**config.mk**
```make
export PLATFORM = sky130hd
export DESIGN_NAME = sprite_animation_sequencer
export DESIGN_NICKNAME = d
export VERILOG_FILES = /design/src/design/sas_pkg.sv /design/src/design/sas_fifo.sv /design/src/design/sas_front.sv /design/src/design/sas_div.sv /design/src/design/sas_back.sv /design/src/design/sprite_animation_sequencer.sv
export VERILOG_INCLUDE_DIRS = /design/src /design/src/design
export SDC_FILE = /design/constraint.sdc
export NUM_CORES = 2
export LEC_CHECK = 0
export BUFFER_PORTS_ARGS = -buffer_cell sky130_fd_sc_hd__buf_2
export CAP_MARGIN = 40
export CORE_ASPECT_RATIO = 0.5
export CORE_MARGIN = 5
export CORE_UTILIZATION = 60
export CTS_BUF_LIST = sky130_fd_sc_hd__clkbuf_4 sky130_fd_sc_hd__clkbuf_8 sky130_fd_sc_hd__clkbuf_16
export DETAILED_ROUTE_END_ITERATION = 7
export GPL_TIMING_DRIVEN = 0
export PLACE_DENSITY = 0.77
export SLEW_MARGIN = 20
export SYNTH_ARGS = -nofsm -noshare
export SYNTH_HDL_FRONTEND = slang
export SYNTH_SLANG_ARGS = --single-unit
```
**constraint.sdc**
```tcl
create_clock -name clk_i -period 20.4 [get_ports clk_i]
set_input_delay 1.02 -clock clk_i [delete_from_list [all_inputs] [get_ports clk_i]]
set_output_delay 1.02 -clock clk_i [all_outputs]
set_load 0.05 [all_outputs]
```
**src/design/sprite_animation_sequencer_defines.svh**
```systemverilog
// Assertion helpers used by the RTL (included by sas_back)
`ifndef SPRITE_ANIMATION_SEQUENCER_DEFINES_SVH
`define SPRITE_ANIMATION_SEQUENCER_DEFINES_SVH

// same-cycle implication, clocked on clk_i, off during reset
`define SAS_ASSERT_IMP(name, ante, cons) \
  name: assert property (@(posedge clk_i) disable iff (!rst_ni) (ante) |-> (cons)) \
    else $error("sas: check failed");

// next-cycle implication
`define SAS_ASSERT_NXT(name, ante, cons) \
  name: assert property (@(posedge clk_i) disable iff (!rst_ni) (ante) |=> (cons)) \
    else $error("sas: check failed");

`endif

```
**src/design/sas_pkg.sv**
```systemverilog
package sas_pkg;

  localparam int unsigned NumSequencesDefault = 16;
  localparam int unsigned QueueDepth          = 2;

  localparam int unsigned IdxW     = 4;
  localparam int unsigned FrameW   = 8;
  localparam int unsigned PeriodW  = 16;
  localparam int unsigned TimeW    = 32;
  localparam int unsigned ElapsedW = 16;
  localparam int unsigned CellW    = 12;
  localparam int unsigned ColW     = 13;
  localparam int unsigned RowW     = 14;
  localparam int unsigned DimW     = 8;
  localparam int unsigned CoordW   = 16;
  localparam int unsigned CfgIdxW  = 2;

  typedef enum logic [1:0] {
    CmdTick   = 2'd0,
    CmdLoad   = 2'd1,
    CmdSelect = 2'd2,
    CmdFrame  = 2'd3
  } cmd_e;

  typedef enum logic [CfgIdxW-1:0] {
    CfgFrameWidth   = 2'd0,
    CfgFrameHeight  = 2'd1,
    CfgFramesPerRow = 2'd2
  } cfg_reg_e;

  typedef struct packed {
    logic               valid;
    logic [CfgIdxW-1:0] index;
    logic [ColW-1:0]    data;
  } cfg_wr_t;

  typedef struct packed {
    cmd_e                cmd;
    logic [IdxW-1:0]     seq_index;
    logic                idx_ok;
    logic [ElapsedW-1:0] elapsed_ms;
    logic [FrameW-1:0]   frames_long;
    logic [PeriodW-1:0]  ms_per_frame;
    logic                ping_pong;
    logic [CellW-1:0]    start_col;
    logic [CellW-1:0]    start_row;
    logic                restart;
    logic [FrameW-1:0]   frame_index;
  } op_t;

  typedef struct packed {
    logic [FrameW-1:0]  len;
    logic [PeriodW-1:0] period;
    logic               bounce;
    logic [CellW-1:0]   col;
    logic [CellW-1:0]   row;
    logic [FrameW-1:0]  frame;
    logic [TimeW-1:0]   time_acc;
    logic               fwd;
  } entry_t;

  typedef struct packed {
    logic [FrameW-1:0] cur_frame;
    logic [IdxW-1:0]   cur_seq;
    logic [CoordW-1:0] src_x;
    logic [CoordW-1:0] src_y;
    logic              restart_flag;
    logic              error;
  } res_t;

endpackage

```
**src/design/sas_fifo.sv**
```systemverilog
module sas_fifo #(
  parameter int unsigned DATA_W = 8,
  parameter int unsigned DEPTH  = sas_pkg::QueueDepth
) (
  input  logic              clk_i,
  input  logic              rst_ni,
  input  logic              push_i,
  input  logic [DATA_W-1:0] data_i,
  output logic              full_o,
  input  logic              pop_i,
  output logic [DATA_W-1:0] data_o,
  output logic              empty_o
);

  localparam int unsigned PtrW = (DEPTH > 1) ? $clog2(DEPTH) : 1;
  localparam int unsigned CntW = $clog2(DEPTH + 1);

  logic [DATA_W-1:0] buf_q [DEPTH];
  logic [PtrW-1:0]   wr_ptr_q, wr_ptr_d, rd_ptr_q, rd_ptr_d;
  logic [CntW-1:0]   cnt_q, cnt_d;
  logic              push_ok, pop_ok;

  assign full_o  = (cnt_q == CntW'(DEPTH));
  assign empty_o = (cnt_q == '0);
  assign push_ok = push_i && !full_o;
  assign pop_ok  = pop_i && !empty_o;
  assign data_o  = buf_q[rd_ptr_q];

  always_comb begin
    wr_ptr_d = wr_ptr_q;
    rd_ptr_d = rd_ptr_q;
    cnt_d    = cnt_q;
    if (push_ok) begin
      wr_ptr_d = (wr_ptr_q == PtrW'(DEPTH - 1)) ? '0 : wr_ptr_q + PtrW'(1);
    end
    if (pop_ok) begin
      rd_ptr_d = (rd_ptr_q == PtrW'(DEPTH - 1)) ? '0 : rd_ptr_q + PtrW'(1);
    end
    if (push_ok && !pop_ok) begin
      cnt_d = cnt_q + CntW'(1);
    end else if (pop_ok && !push_ok) begin
      cnt_d = cnt_q - CntW'(1);
    end
  end

  always_ff @(posedge clk_i or negedge rst_ni) begin
    if (!rst_ni) begin
      wr_ptr_q <= '0;
      rd_ptr_q <= '0;
      cnt_q    <= '0;
    end else begin
      wr_ptr_q <= wr_ptr_d;
      rd_ptr_q <= rd_ptr_d;
      cnt_q    <= cnt_d;
    end
  end

  always_ff @(posedge clk_i) begin
    if (push_ok) begin
      buf_q[wr_ptr_q] <= data_i;
    end
  end

endmodule

```
**src/design/sas_front.sv**
```systemverilog
module sas_front #(
  parameter int unsigned NUM_SEQUENCES = sas_pkg::NumSequencesDefault
) (
  input  logic                            push_i,
  output logic                            full_o,
  input  logic [1:0]                      cmd_i,
  input  logic [sas_pkg::ElapsedW-1:0]    elapsed_ms_i,
  input  logic [sas_pkg::IdxW-1:0]        seq_index_i,
  input  logic [sas_pkg::FrameW-1:0]      frames_long_i,
  input  logic [sas_pkg::PeriodW-1:0]     ms_per_frame_i,
  input  logic                            ping_pong_i,
  input  logic [sas_pkg::CellW-1:0]       start_col_i,
  input  logic [sas_pkg::CellW-1:0]       start_row_i,
  input  logic                            restart_i,
  input  logic [sas_pkg::FrameW-1:0]      frame_index_i,
  input  logic                            q_full_i,
  output logic                            q_push_o,
  output sas_pkg::op_t                    op_o
);

  assign full_o   = q_full_i;
  assign q_push_o = push_i && !q_full_i;

  always_comb begin
    op_o              = '0;
    op_o.cmd          = sas_pkg::cmd_e'(cmd_i);
    op_o.seq_index    = seq_index_i;
    op_o.idx_ok       = (32'(seq_index_i) < 32'(NUM_SEQUENCES));
    op_o.elapsed_ms   = elapsed_ms_i;
    op_o.frames_long  = frames_long_i;
    op_o.ms_per_frame = ms_per_frame_i;
    op_o.ping_pong    = ping_pong_i;
    op_o.start_col    = start_col_i;
    op_o.start_row    = start_row_i;
    op_o.restart      = restart_i;
    op_o.frame_index  = frame_index_i;
    // only the fields a command uses travel down the queue
    case (op_o.cmd)
      sas_pkg::CmdTick: begin
        op_o.frames_long  = '0;
        op_o.ms_per_frame = '0;
        op_o.ping_pong    = 1'b0;
        op_o.start_col    = '0;
        op_o.start_row    = '0;
        op_o.restart      = 1'b0;
        op_o.frame_index  = '0;
      end
      sas_pkg::CmdLoad: begin
        op_o.elapsed_ms  = '0;
        op_o.restart     = 1'b0;
        op_o.frame_index = '0;
      end
      sas_pkg::CmdSelect: begin
        op_o.elapsed_ms   = '0;
        op_o.frames_long  = '0;
        op_o.ms_per_frame = '0;
        op_o.ping_pong    = 1'b0;
        op_o.start_col    = '0;
        op_o.start_row    = '0;
        op_o.frame_index  = '0;
      end
      sas_pkg::CmdFrame: begin
        op_o.elapsed_ms   = '0;
        op_o.frames_long  = '0;
        op_o.ms_per_frame = '0;
        op_o.ping_pong    = 1'b0;
        op_o.start_col    = '0;
        op_o.start_row    = '0;
        op_o.restart      = 1'b0;
      end
      default: begin
        op_o.idx_ok = 1'b0;
      end
    endcase
  end

endmodule

```
**src/design/sas_div.sv**
```systemverilog
module sas_div (
  input  logic                     clk_i,
  input  logic                     rst_ni,
  input  logic                     start_i,
  input  logic [sas_pkg::ColW-1:0] dividend_i,
  input  logic [sas_pkg::ColW-1:0] divisor_i,
  output logic                     busy_o,
  output logic                     done_o,
  output logic [sas_pkg::ColW-1:0] quotient_o,
  output logic [sas_pkg::ColW-1:0] remainder_o
);

  localparam int unsigned W    = sas_pkg::ColW;
  localparam int unsigned CntW = $clog2(W + 1);

  logic [W-1:0]    dvd_q, dvs_q, rem_q;
  logic [CntW-1:0] cnt_q;
  logic            busy_q, done_q;
  logic [W:0]      trial, diff;
  logic            qbit;

  assign trial = {rem_q, dvd_q[W-1]};
  assign diff  = trial - {1'b0, dvs_q};
  assign qbit  = !diff[W];

  assign busy_o      = busy_q;
  assign done_o      = done_q;
  assign quotient_o  = dvd_q;
  assign remainder_o = rem_q;

  always_ff @(posedge clk_i or negedge rst_ni) begin
    if (!rst_ni) begin
      busy_q <= 1'b0;
      done_q <= 1'b0;
      cnt_q  <= '0;
    end else begin
      done_q <= 1'b0;
      if (start_i && !busy_q) begin
        busy_q <= 1'b1;
        cnt_q  <= CntW'(W);
      end else if (busy_q) begin
        cnt_q <= cnt_q - CntW'(1);
        if (cnt_q == CntW'(1)) begin
          busy_q <= 1'b0;
          done_q <= 1'b1;
        end
      end
    end
  end

  // restoring division, one quotient bit per cycle
  always_ff @(posedge clk_i) begin
    if (start_i && !busy_q) begin
      dvd_q <= dividend_i;
      dvs_q <= divisor_i;
      rem_q <= '0;
    end else if (busy_q) begin
      rem_q <= qbit ? diff[W-1:0] : trial[W-1:0];
      dvd_q <= {dvd_q[W-2:0], qbit};
    end
  end

endmodule

```
**src/design/sas_back.sv**
```systemverilog
`include "sprite_animation_sequencer_defines.svh"

module sas_back #(
  parameter int unsigned NUM_SEQUENCES = sas_pkg::NumSequencesDefault
) (
  input  logic             clk_i,
  input  logic             rst_ni,
  input  sas_pkg::cfg_wr_t cfg_i,
  input  sas_pkg::op_t     op_i,
  input  logic             op_empty_i,
  output logic             op_pop_o,
  output sas_pkg::res_t    res_o,
  input  logic             res_full_i,
  output logic             res_push_o
);

  localparam int unsigned IW    = (NUM_SEQUENCES > 1) ? $clog2(NUM_SEQUENCES) : 1;
  localparam int unsigned ColW  = sas_pkg::ColW;
  localparam int unsigned RowW  = sas_pkg::RowW;
  localparam int unsigned DimW  = sas_pkg::DimW;
  localparam int unsigned TimeW = sas_pkg::TimeW;
  localparam int unsigned CrdW  = sas_pkg::CoordW;
  localparam int unsigned FrW   = sas_pkg::FrameW;
  localparam int unsigned PxW   = ColW + DimW;
  localparam int unsigned PyW   = RowW + DimW;

  typedef enum logic [6:0] {
    StIdle    = 7'b0000001,
    StExec    = 7'b0000010,
    StTick    = 7'b0000100,
    StDivGo   = 7'b0001000,
    StDivWait = 7'b0010000,
    StMul     = 7'b0100000,
    StOut     = 7'b1000000
  } state_e;

  state_e                   state_q, state_d;
  sas_pkg::op_t             op_q, op_d;
  sas_pkg::entry_t          seq_mem_q [NUM_SEQUENCES];
  sas_pkg::entry_t          rd_q, w_q, w_d, new_e, mem_wr_data;
  logic                     wv_q, wv_d, err_q, err_d, restart_q, restart_d;
  logic [sas_pkg::IdxW-1:0] active_q, active_d;
  logic [NUM_SEQUENCES-1:0] loaded_q, loaded_d;
  logic [DimW-1:0]          fw_q, fh_q;
  logic [ColW-1:0]          fpr_q, fpr_eff, col_sum;
  logic [CrdW-1:0]          x_q, x_d, y_q, y_d;
  logic [IW-1:0]            act_ix, rd_addr, mem_wr_addr;
  logic                     rd_en, mem_wr_en, head_sel_ok, sel_ok, act_loaded;
  logic [TimeW:0]           sum_t;
  logic [TimeW-1:0]         tsat;
  logic [FrW:0]             len9, f9;
  logic                     div_start, div_busy, div_done;
  logic [ColW-1:0]          div_quo, div_rem;
  logic [RowW-1:0]          row_sum;
  logic [PxW-1:0]           prod_x;
  logic [PyW-1:0]           prod_y;

  assign act_ix      = IW'(active_q);
  assign act_loaded  = loaded_q[act_ix];
  assign head_sel_ok = (op_i.cmd == sas_pkg::CmdSelect) && op_i.idx_ok &&
                       loaded_q[IW'(op_i.seq_index)];
  assign sel_ok      = op_q.idx_ok && loaded_q[IW'(op_q.seq_index)];

  always_comb begin
    new_e          = '0;
    new_e.len      = op_q.frames_long;
    new_e.period   = op_q.ms_per_frame;
    new_e.bounce   = op_q.ping_pong;
    new_e.col      = op_q.start_col;
    new_e.row      = op_q.start_row;
    new_e.frame    = '0;
    new_e.time_acc = '0;
    new_e.fwd      = 1'b1;
  end

  assign sum_t = {1'b0, rd_q.time_acc} + (TimeW + 1)'(op_q.elapsed_ms);
  assign tsat  = sum_t[TimeW] ? '1 : sum_t[TimeW-1:0];
  assign len9  = (w_q.len == '0) ? (FrW + 1)'(1) : {1'b0, w_q.len};
  assign f9    = {1'b0, w_q.frame} + (FrW + 1)'(1);

  assign fpr_eff = (fpr_q == '0) ? ColW'(1) : fpr_q;
  assign col_sum = wv_q ? ColW'(w_q.col) + ColW'(w_q.frame) : '0;
  assign row_sum = wv_q ? RowW'(w_q.row) + RowW'(div_quo) : '0;
  assign prod_x  = PxW'(div_rem) * PxW'(fw_q);
  assign prod_y  = PyW'(row_sum) * PyW'(fh_q);

  sas_div u_div (
    .clk_i       (clk_i),
    .rst_ni      (rst_ni),
    .start_i     (div_start),
    .dividend_i  (col_sum),
    .divisor_i   (fpr_eff),
    .busy_o      (div_busy),
    .done_o      (div_done),
    .quotient_o  (div_quo),
    .remainder_o (div_rem)
  );

  always_comb begin
    sas_pkg::entry_t e;
    e           = w_q;
    state_d     = state_q;
    op_d        = op_q;
    w_d         = w_q;
    wv_d        = wv_q;
    err_d       = err_q;
    active_d    = active_q;
    restart_d   = restart_q;
    loaded_d    = loaded_q;
    x_d         = x_q;
    y_d         = y_q;
    op_pop_o    = 1'b0;
    rd_en       = 1'b0;
    rd_addr     = act_ix;
    mem_wr_en   = 1'b0;
    mem_wr_addr = act_ix;
    mem_wr_data = w_q;
    div_start   = 1'b0;
    res_push_o  = 1'b0;
    case (state_q)
      StIdle: begin
        if (!op_empty_i) begin
          op_pop_o = 1'b1;
          op_d     = op_i;
          rd_en    = 1'b1;
          err_d    = 1'b0;
          state_d  = StExec;
          if (head_sel_ok) begin
            rd_addr = IW'(op_i.seq_index);
          end
        end
      end
      StExec: begin
        state_d = StDivGo;
        w_d     = rd_q;
        wv_d    = act_loaded;
        case (op_q.cmd)
          sas_pkg::CmdTick: begin
            w_d.time_acc = tsat;
            if (act_loaded) begin
              state_d = StTick;
            end
          end
          sas_pkg::CmdLoad: begin
            if (op_q.idx_ok) begin
              mem_wr_en                         = 1'b1;
              mem_wr_addr                       = IW'(op_q.seq_index);
              mem_wr_data                       = new_e;
              loaded_d[IW'(op_q.seq_index)]     = 1'b1;
              if (op_q.seq_index == active_q) begin
                w_d  = new_e;
                wv_d = 1'b1;
              end
            end
          end
          sas_pkg::CmdSelect: begin
            if (sel_ok) begin
              active_d = op_q.seq_index;
              wv_d     = 1'b1;
              if (op_q.restart) begin
                e            = rd_q;
                e.frame      = '0;
                e.time_acc   = '0;
                w_d          = e;
                mem_wr_en    = 1'b1;
                mem_wr_addr  = IW'(op_q.seq_index);
                mem_wr_data  = e;
              end
            end else begin
              err_d = 1'b1;
            end
          end
          sas_pkg::CmdFrame: begin
            if (act_loaded && ((FrW + 1)'(op_q.frame_index) <
                ((rd_q.len == '0) ? (FrW + 1)'(1) : {1'b0, rd_q.len}))) begin
              e           = rd_q;
              e.frame     = op_q.frame_index;
              w_d         = e;
              mem_wr_en   = 1'b1;
              mem_wr_data = e;
            end
          end
          default: begin
            state_d = StDivGo;
          end
        endcase
      end
      StTick: begin
        if (w_q.time_acc >= TimeW'(w_q.period)) begin
          e.time_acc = w_q.time_acc - TimeW'(w_q.period);
          if (w_q.bounce) begin
            if (w_q.fwd) begin
              if (f9 >= len9) begin
                e.fwd   = 1'b0;
                e.frame = FrW'(len9 - (FrW + 1)'(1));
              end else begin
                e.frame = f9[FrW-1:0];
              end
            end else begin
              if (w_q.frame <= FrW'(1)) begin
                e.frame   = '0;
                e.fwd     = 1'b1;
                restart_d = 1'b1;
              end else begin
                e.frame = w_q.frame - FrW'(1);
              end
            end
          end else begin
            if (f9 >= len9) begin
              e.frame   = '0;
              restart_d = 1'b1;
            end else begin
              e.frame = f9[FrW-1:0];
            end
          end
        end
        w_d         = e;
        mem_wr_en   = 1'b1;
        mem_wr_data = e;
        state_d     = StDivGo;
      end
      StDivGo: begin
        div_start = 1'b1;
        state_d   = StDivWait;
      end
      StDivWait: begin
        if (div_done) begin
          state_d = StMul;
        end
      end
      StMul: begin
        x_d     = (|prod_x[PxW-1:CrdW]) ? '1 : prod_x[CrdW-1:0];
        y_d     = (|prod_y[PyW-1:CrdW]) ? '1 : prod_y[CrdW-1:0];
        state_d = StOut;
      end
      StOut: begin
        if (!res_full_i) begin
          res_push_o = 1'b1;
          state_d    = StIdle;
        end
      end
      default: begin
        state_d = StIdle;
      end
    endcase
  end

  always_comb begin
    res_o              = '0;
    res_o.cur_frame    = wv_q ? w_q.frame : '0;
    res_o.cur_seq      = active_q;
    res_o.src_x        = x_q;
    res_o.src_y        = y_q;
    res_o.restart_flag = restart_q;
    res_o.error        = err_q;
  end

  always_ff @(posedge clk_i or negedge rst_ni) begin
    if (!rst_ni) begin
      state_q   <= StIdle;
      active_q  <= '0;
      restart_q <= 1'b0;
      loaded_q  <= '0;
      err_q     <= 1'b0;
      wv_q      <= 1'b0;
      fw_q      <= DimW'(16);
      fh_q      <= DimW'(16);
      fpr_q     <= ColW'(1);
    end else begin
      state_q   <= state_d;
      active_q  <= active_d;
      restart_q <= restart_d;
      loaded_q  <= loaded_d;
      err_q     <= err_d;
      wv_q      <= wv_d;
      if (cfg_i.valid) begin
        case (cfg_i.index)
          sas_pkg::CfgFrameWidth:   fw_q  <= cfg_i.data[DimW-1:0];
          sas_pkg::CfgFrameHeight:  fh_q  <= cfg_i.data[DimW-1:0];
          sas_pkg::CfgFramesPerRow: fpr_q <= cfg_i.data;
          default: begin
            fpr_q <= fpr_q;
          end
        endcase
      end
    end
  end

  always_ff @(posedge clk_i) begin
    op_q <= op_d;
    w_q  <= w_d;
    x_q  <= x_d;
    y_q  <= y_d;
  end

  // sequence table: one write and one registered read per cycle
  always_ff @(posedge clk_i) begin
    if (mem_wr_en) begin
      seq_mem_q[mem_wr_addr] <= mem_wr_data;
    end
    if (rd_en) begin
      rd_q <= seq_mem_q[rd_addr];
    end
  end

  `SAS_ASSERT_IMP(a_wr_in_exec, mem_wr_en, (state_q == StExec) || (state_q == StTick))
  `SAS_ASSERT_IMP(a_push_room, res_push_o, !res_full_i && (state_q == StOut))
  `SAS_ASSERT_NXT(a_sel_loaded, (state_q == StExec) && (op_q.cmd == sas_pkg::CmdSelect) && sel_ok, loaded_q[IW'(active_q)] && (active_q == $past(op_q.seq_index)))
  `SAS_ASSERT_IMP(a_div_idle, div_start, !div_busy && !div_done)

endmodule

```
**src/design/sprite_animation_sequencer.sv**
```systemverilog
// Sprite animation sequencer: commands (tick, load, select, set frame) enter through a
// two-deep command queue and each returns one result (active frame, active sequence,
// source rectangle origin, sticky restart flag, select error) through a two-deep result
// queue. Items are executed one at a time; each passes from the command queue to the
// result queue through the sequence table read, the update and write-back (with a
// frame step for a tick on a loaded sequence), the 13-step shift-subtract divider
// that splits the frame cell into column and row by frames_per_row, and the multiply
// into texel coordinates. Configuration writes are always accepted and belong only to
// idle periods.
module sprite_animation_sequencer #(
  parameter int unsigned NUM_SEQUENCES = sas_pkg::NumSequencesDefault
) (
  input  logic                             clk_i,
  input  logic                             rst_ni,
  input  logic                             push,
  output logic                             full,
  input  logic [1:0]                       cmd_i,
  input  logic [sas_pkg::ElapsedW-1:0]     elapsed_ms_i,
  input  logic [sas_pkg::IdxW-1:0]         seq_index_i,
  input  logic [sas_pkg::FrameW-1:0]       frames_long_i,
  input  logic [sas_pkg::PeriodW-1:0]      ms_per_frame_i,
  input  logic                             ping_pong_i,
  input  logic [sas_pkg::CellW-1:0]        start_col_i,
  input  logic [sas_pkg::CellW-1:0]        start_row_i,
  input  logic                             restart_i,
  input  logic [sas_pkg::FrameW-1:0]       frame_index_i,
  output logic                             empty,
  input  logic                             pop,
  output logic [sas_pkg::FrameW-1:0]       cur_frame_o,
  output logic [sas_pkg::IdxW-1:0]         cur_seq_o,
  output logic [sas_pkg::CoordW-1:0]       src_x_o,
  output logic [sas_pkg::CoordW-1:0]       src_y_o,
  output logic                             restart_flag_o,
  output logic                             error_o,
  input  logic                             cfg_valid_i,
  output logic                             cfg_ready_o,
  input  logic [sas_pkg::CfgIdxW-1:0]      cfg_index_i,
  input  logic [sas_pkg::ColW-1:0]         cfg_data_i
);

  localparam int unsigned OpW  = $bits(sas_pkg::op_t);
  localparam int unsigned ResW = $bits(sas_pkg::res_t);

  sas_pkg::op_t     fe_op, be_op;
  sas_pkg::res_t    be_res, out_res;
  sas_pkg::cfg_wr_t cfg_wr;
  logic             cq_push, cq_full, cq_pop, cq_empty;
  logic             rq_push, rq_full;
  logic [OpW-1:0]   cq_data;
  logic [ResW-1:0]  rq_data;

  assign cfg_ready_o  = 1'b1;
  assign cfg_wr.valid = cfg_valid_i;
  assign cfg_wr.index = cfg_index_i;
  assign cfg_wr.data  = cfg_data_i;

  sas_front #(
    .NUM_SEQUENCES (NUM_SEQUENCES)
  ) u_front (
    .push_i         (push),
    .full_o         (full),
    .cmd_i          (cmd_i),
    .elapsed_ms_i   (elapsed_ms_i),
    .seq_index_i    (seq_index_i),
    .frames_long_i  (frames_long_i),
    .ms_per_frame_i (ms_per_frame_i),
    .ping_pong_i    (ping_pong_i),
    .start_col_i    (start_col_i),
    .start_row_i    (start_row_i),
    .restart_i      (restart_i),
    .frame_index_i  (frame_index_i),
    .q_full_i       (cq_full),
    .q_push_o       (cq_push),
    .op_o           (fe_op)
  );

  sas_fifo #(
    .DATA_W (OpW),
    .DEPTH  (sas_pkg::QueueDepth)
  ) u_cmd_q (
    .clk_i   (clk_i),
    .rst_ni  (rst_ni),
    .push_i  (cq_push),
    .data_i  (fe_op),
    .full_o  (cq_full),
    .pop_i   (cq_pop),
    .data_o  (cq_data),
    .empty_o (cq_empty)
  );

  assign be_op = sas_pkg::op_t'(cq_data);

  sas_back #(
    .NUM_SEQUENCES (NUM_SEQUENCES)
  ) u_back (
    .clk_i      (clk_i),
    .rst_ni     (rst_ni),
    .cfg_i      (cfg_wr),
    .op_i       (be_op),
    .op_empty_i (cq_empty),
    .op_pop_o   (cq_pop),
    .res_o      (be_res),
    .res_full_i (rq_full),
    .res_push_o (rq_push)
  );

  sas_fifo #(
    .DATA_W (ResW),
    .DEPTH  (sas_pkg::QueueDepth)
  ) u_res_q (
    .clk_i   (clk_i),
    .rst_ni  (rst_ni),
    .push_i  (rq_push),
    .data_i  (be_res),
    .full_o  (rq_full),
    .pop_i   (pop),
    .data_o  (rq_data),
    .empty_o (empty)
  );

  assign out_res        = sas_pkg::res_t'(rq_data);
  assign cur_frame_o    = out_res.cur_frame;
  assign cur_seq_o      = out_res.cur_seq;
  assign src_x_o        = out_res.src_x;
  assign src_y_o        = out_res.src_y;
  assign restart_flag_o = out_res.restart_flag;
  assign error_o        = out_res.error;

endmodule

```
Word-level counts from Yosys, hierarchy flattened. Memory sizes are Yosys's and may differ from the RTL's. A register that Yosys moved wholly into a read port is not among the register bits. Index checks and enable logic that the tools add are counted.

Word-level logic and storage cells: 262. Output and inout bits: 49. Bits in writable memories: 1692. Input bits: 100. Memories: 3. Bits in registers: 315.

Memory list: u_back.seq_mem_q (words 16, bits a word 90, read ports 1, clocked after memory_dff 1, write ports 1, line sas_back.sv:39) `sas_pkg::entry_t seq_mem_q [NUM_SEQUENCES];`; u_cmd_q.buf_q (words 2, bits a word 80, read ports 1, clocked after memory_dff 0, write ports 1, line sas_fifo.sv:18) `logic [DATA_W-1:0] buf_q [DEPTH];`; u_res_q.buf_q (words 2, bits a word 46, read ports 1, clocked after memory_dff 0, write ports 1, line sas_fifo.sv:18).

Multiplexer cells: 105. Reductions and logical operators: 55. Multipliers: 2. Magnitude comparators: 8. $add $sub $neg: 17. Bitwise operators: 3. Equal/unequal tests: 27.

Operator list (number): 2-to-1 mux 90 bit (6); one-hot mux 90 bit (2 select lines) (2); one-hot mux 90 bit (3 select lines) (1); one-hot mux 57 bit (3 select lines) (1); 2-to-1 mux 41 bit (4); one-hot mux 32 bit (4 select lines) (1); 2-to-1 mux 8 bit (9); 2-to-1 mux 13 bit (4); 2-to-1 mux 49 bit (1); one-hot mux 7 bit (7 select lines) (1); 2-to-1 mux 1 bit (44); 2-to-1 mux 4 bit (10); adder 32 x 16 -> 33 bit (1); >= comparator 32 x 16 -> 1 bit (1); 2-to-1 mux 32 bit (1); subtractor 32 x 16 -> 32 bit (1); 2-to-1 mux 7 bit (4); multiplier 14 x 8 -> 22 bit (1); multiplier 13 x 8 -> 21 bit (1); equality test 2 bit (second input constant) (8); logical NOT 8 bit (2); 2-to-1 mux 16 bit (1); bitwise OR 16 bit (1); subtractor 8 x 1 -> 8 bit (second input constant) (2); 45 further kinds (109).

Logic depth before layout (Yosys ltp).
Word-level depth: 9. Gate-level depth with buffers: 30.

By module. From an unflattened synthesis, not the netlist that was laid out.

Cell total of the unflattened synthesis: 7221. Area total of the unflattened synthesis: 98310.5 um^2.

By module, submodules not included: sas_back (seq. area each 53521.3 um^2, cells each 6449, instances 1, area an instance 84746.3 um^2); sas_fifo at u_cmd_q (seq. area each 4964.8 um^2, cells each 271, instances 1, area an instance 6441.2 um^2); sas_fifo at u_res_q (seq. area each 2862.7 um^2, cells each 162, instances 1, area an instance 3639.7 um^2); sas_div (seq. area each 1191.1 um^2, cells each 237, instances 1, area an instance 2527.4 um^2); sas_front (seq. area each 0.0 um^2, cells each 100, instances 1, area an instance 944.7 um^2); sprite_animation_sequencer (seq. area each 0.0 um^2, cells each 2, instances 1, area an instance 11.3 um^2).

Worst setup path before layout. Ideal clock, no wire load.

Path type: reg-to-reg. Start: register u_back.state_q[2]. End: memory u_back.seq_mem_q[11][0] in the netlist's numbering, enable pin. Arrival time: 7.895 ns. Buffers on the path: 1. Data required time: 19.860 ns. Slack: 11.965 ns. Cell stages (with the launch flop): 10. Period minus slack after synthesis: 8.435 ns. Path through: dfrtp_1 or2_2 nor3_1 nand3_1 inv_1 clkbuf_1 nand3b_1 a22oi_1 or3b_1 nor2_1.

Cells in the longest elaborated chain, start to end: 4. Elaborated cells on any way between the ends: 6. Those cells by class: eq/ne: 2; mux: 4.

Ends and longest elaborated chain: start, declared (line sas_back.sv:37) `state_e state_q, state_d;`; start signal, assigned (line sas_back.sv:260) `state_q <= StIdle;`; start signal, assigned (line sas_back.sv:270) `state_q <= state_d;`; equality test 7 x 3 -> 1 bit / equality test 7 x 2 -> 1 bit (equally long branches); one-hot mux 1 bit (2 select lines) (line sas_back.sv:120) `case (state_q)`; 2-to-1 mux 1 bit (line sas_back.sv:298) `if (mem_wr_en) begin`; 2-to-1 mux 1 bit (implied by the code) (line sas_back.sv:299) `seq_mem_q[mem_wr_addr] <= mem_wr_data;`; end, declared (line sas_back.sv:39).

Several ways; a longest one is shown, not always the timed one.

Final worst setup path.
Start: register u_back.w_q[42] in the netlist's numbering. End: register u_back.y_q[10] (data pin).

Cells in the longest elaborated chain, start to end: 4.

Ends and longest elaborated chain: start, declared (line sas_back.sv:40) `sas_pkg::entry_t rd_q, w_q, w_d, new_e, mem_wr_data;`; start signal, assigned (line sas_back.sv:291) `w_q <= w_d;`; adder 12 x 13 -> 14 bit * (line sas_back.sv:83) `assign row_sum = wv_q ? RowW'(w_q.row) + RowW'(div_quo) : '0;`; 2-to-1 mux 14 bit * (line sas_back.sv:83); multiplier 14 x 8 -> 22 bit * (line sas_back.sv:85) `assign prod_y = PyW'(row_sum) * PyW'(fh_q);`; OR reduction 6 bit (line sas_back.sv:233) `y_d = (|prod_y[PyW-1:CrdW]) ? '1 : prod_y[CrdW-1:0];`; end signal, assigned (line sas_back.sv:293) `y_q <= y_d;`; end, declared (line sas_back.sv:46) `logic [CrdW-1:0] x_q, x_d, y_q, y_d;`.

Mark *: on every way between the ends. The rest lies on a longest branch, timed or not. A chain may end at the register's enable or synchronous reset.

==> results.toml <==
[status]
status = "finished clean"

[final_layout]
utilization_pct = 68.6
multiInputGateArea_um2 = 28600
fin_nets = 7161
final_cells = 8966
syn2layout_area_growth_pct = 13.8
mostFrequentLayoutCells = "2010 x edfxtp_1, 749 x mux2i_1, 361 x o22ai_1"
fin_area_um2 = 106000
seq_area_um2 = 62400
nFillCells = 9984
layout_commonest_cell = "edfxtp_1"
layout-drive-gt1-share_pct = 14.3

[drt]
drt-pass1-iter-count = 8
postRouteAntennaNets = 0
vias_per_cell = 6.60
num_vias = 59100
drt_iter0_markers = 8012
postRouteWirelength_um = 269000
post_drt_wl_per_cell_um = 30.0
drc = 0

[synthesis]
ys_seq_elements = 2096
yosys_warnings = 0
syn_area_um2 = 93200
syn_avg_cell_area_um2 = 15.0
synth_edf_count = 2010
seq_area_frac_synth_pct = 67.0
synthArstFlopShare_pct = 3.48
syn_nets = 6633
synth_cells = 6215
synth_top_flop_cell = "edfxtp_1"
synthDistinctLibCells = 89

[placed_design]
preCtsSetupSlack_ns = 11.62
port_buffers = 147
dp_cells = 8616
gp_congestion = 0.985
hpwl_um = 190000
dpl_cell_area_um2 = 99900

[clock_network]
root_buffer = "clkbuf_16"
clock_sinks = 2096
cts_tree = "done"
clkLatencyLatePin_ns = 0.87
clk_pin_slew_worst_paths_ns = 0.07
htree_levels = 4
numCtsBuffers = 183
cts_buffer_depth = 4
post_cts_resized = 0
post_cts_buffers = 0
ctsHoldBuffers = 0

[floorplan]
die-area_um2 = 164000
die_y_um = 289
ioPinCount = 149
core_area_um2 = 155000
row_count = 102
die_w_um = 567
start_util_pct = 60.3

[grt]
grt_pass1_wl_um = 388000
globalRouteOverflowTotal = 0
grt_pass1_vias = 58300
grt_usage_pct = 32.4
grt_max_degree = 94
antenna_found_initial = 23

[sta]
rsz0062_at_grt = "false"
worst_slew_pin_slew_ns = 1.00
setup_viol = 0
skew_ns = 0.0872
fmax_ghz = 0.113
hold_slack_ns = 0.131
relSlewSlack_pct = 33.2
worst_slack_ns = 11.54
finalSetupTns_ns = 0
final_hold_viol_count = 0
min_period_ns = 8.86
post-route-period-util_pct = 43.4
maxSlewViolCount = 0

[pwr]
power_leakage_nw = 36.5
p_comb_share_pct = 45.3
p_total_mw = 17.7
power.share.clock_pct = 19.8
p_seq_share_pct = 34.9
switchingPower_mw = 7.02
power_density_nw_per_um2 = 167
intPower_mw = 10.7
vdd_drop_max_mv = 0.169
swShare_pct = 39.6

[worst_setup_path]
setup.worst_path.class = "flip-flop to flip-flop"
end_kind = "flip-flop"
cp_data_required_time_ns = 20.92
cp_max_fo = 10
cpMaxStageDelayCell = "edfxtp_1"
critical_path.max_stage_delay_ns = 0.69
reg2reg_depth = 26
cp_data_arrival_time_ns = 9.38
crit_path_start_kind = "flip-flop"

[worst_hold_path]
hold_path_class = "input port to async pin"

[job]
maxCapViolations = 0
## cells by family (layout without fill, tap and decap cells)
| logic type | count (synthesis) | count (layout) | synth area share (%) |
|---|---|---|---|
| AO/OA/AOI/OAI | 1067 | 1067 | 7.47 |
| XOR/XNOR | 120 | 120 | 1.13 |
| adder cells (fa/ha/maj) | 318 | 318 | 5.42 |
| buffers and inverters | 592 | 1256 | 2.57 |
| flip-flops | 2096 | 2096 | 67.0 |
| multiplexers | 925 | 925 | 10.4 |
| other | 1 | 8 | 0.00402 |
| AND/OR/NAND/NOR | 1096 | 1096 | 6.05 |
## per-layer routing
metal	vias to the layer above	wire length (um)	share of wire [%]	global-route usage [%]
met5	-	170	0.063	0
met2	3636	121000	45	50.0
met3	694	32800	12	9.69
met4	22	11100	4.1	11.6
met1	29900	104000	39	44.2
li1	24900	-	-	-
## Yosys cell counts, drive strengths merged (19+ instances only)
cell type  number  area, um2
nor2          240        901
nor3           56        280
a22oi         126        946
dfrtp          69       1730
fa            143       2860
o22ai         361       2260
o21ai         183        916
edfxtp       2010      60400
o21a           25        188
nand3          58        290
mux2          160       1800
nand2b         40        250
mux2i         751       7540
or4            94        706
inv           256        963
xnor2          70        613
nand2         260        978
ha            175       2190
a21oi         121        606
clkbuf        226        848
and3           68        425
o21bai         19        143
buf           110        586
a21o           42        315
xor2           50        438
and2          166       1040
nor2b          22        138
a31oi          27        188
## flip-flops by register name (all words and copies together), names as in the netlist, 2 cells and up
register                  count
u_back.seq_mem_q           1440
u_cmd_q.buf_q               160
u_res_q.buf_q                92
u_back.rd_q                  90
u_back.w_q                   90
u_back.new_e                 49
u_back.op_q                  31
u_back.loaded_q              16
u_back.x_q                   16
u_back.y_q                   16
u_back.fpr_q                 13
u_back.u_div.dvs_q           13
u_back.u_div.quotient_o      13
u_back.u_div.remainder_o     13
u_back.fh_q                   8
u_back.fw_q                   8
u_back.state_q                7
u_back.act_ix                 4
u_back.u_div.cnt_q            4
u_cmd_q.cnt_q                 2
u_res_q.cnt_q                 2
## final cells by class
| cell class | count | share of cell area (%) |
|---|---|---|
| clock inverter | 92 | 0.882 |
| timing repair buffer | 343 | 3.77 |
| antenna | 7 | 0.0165 |
| buffer | 336 | 1.36 |
| tap | 2080 | 2.45 |
| inverter | 256 | 0.915 |
| clock buffer | 229 | 4.71 |
| sequential | 2096 | 58.9 |
| multi-input combinational | 3527 | 27.0 |
## power by group through the flow
stage	registers, mW	clock network, mW	logic, mW
global placement	6.35	0	7.39
global route	6.20	3.70	8.69
floorplan	6.06	0	5.41
detailed placement	6.25	0	7.80
CTS	6.17	3.52	7.89
finish	6.19	3.51	8.03
## worst paths after layout
path	from	endpoint	slack [ns]
setup / recovery	u_back.w_q[42]	u_back.y_q[10]	11.54
hold / removal	rst_ni	u_back.loaded_q[13]	0.13
setup reg to reg	u_back.w_q[42]	u_back.y_q[10]	11.54
hold reg to reg	u_back.y_q[9]	u_res_q.buf_q[0][11]	0.45
max in group asynchronous	rst_ni	u_back.fh_q[4]	19.57
min in group clk_i	seq_index_i[0]	u_cmd_q.buf_q[0][74]	0.39
## critical path, delay by kind of cell, from the launching register on
family          cells  cell delay, ns
simple gates        4            0.86
fa+ha+maj           6            2.66
mux                 1            0.40
xor+xnor            1            0.68
flops               1            0.69
compound gates     11            2.59
buf+inv             3            0.66
Power figures use the tool's default switching activity.
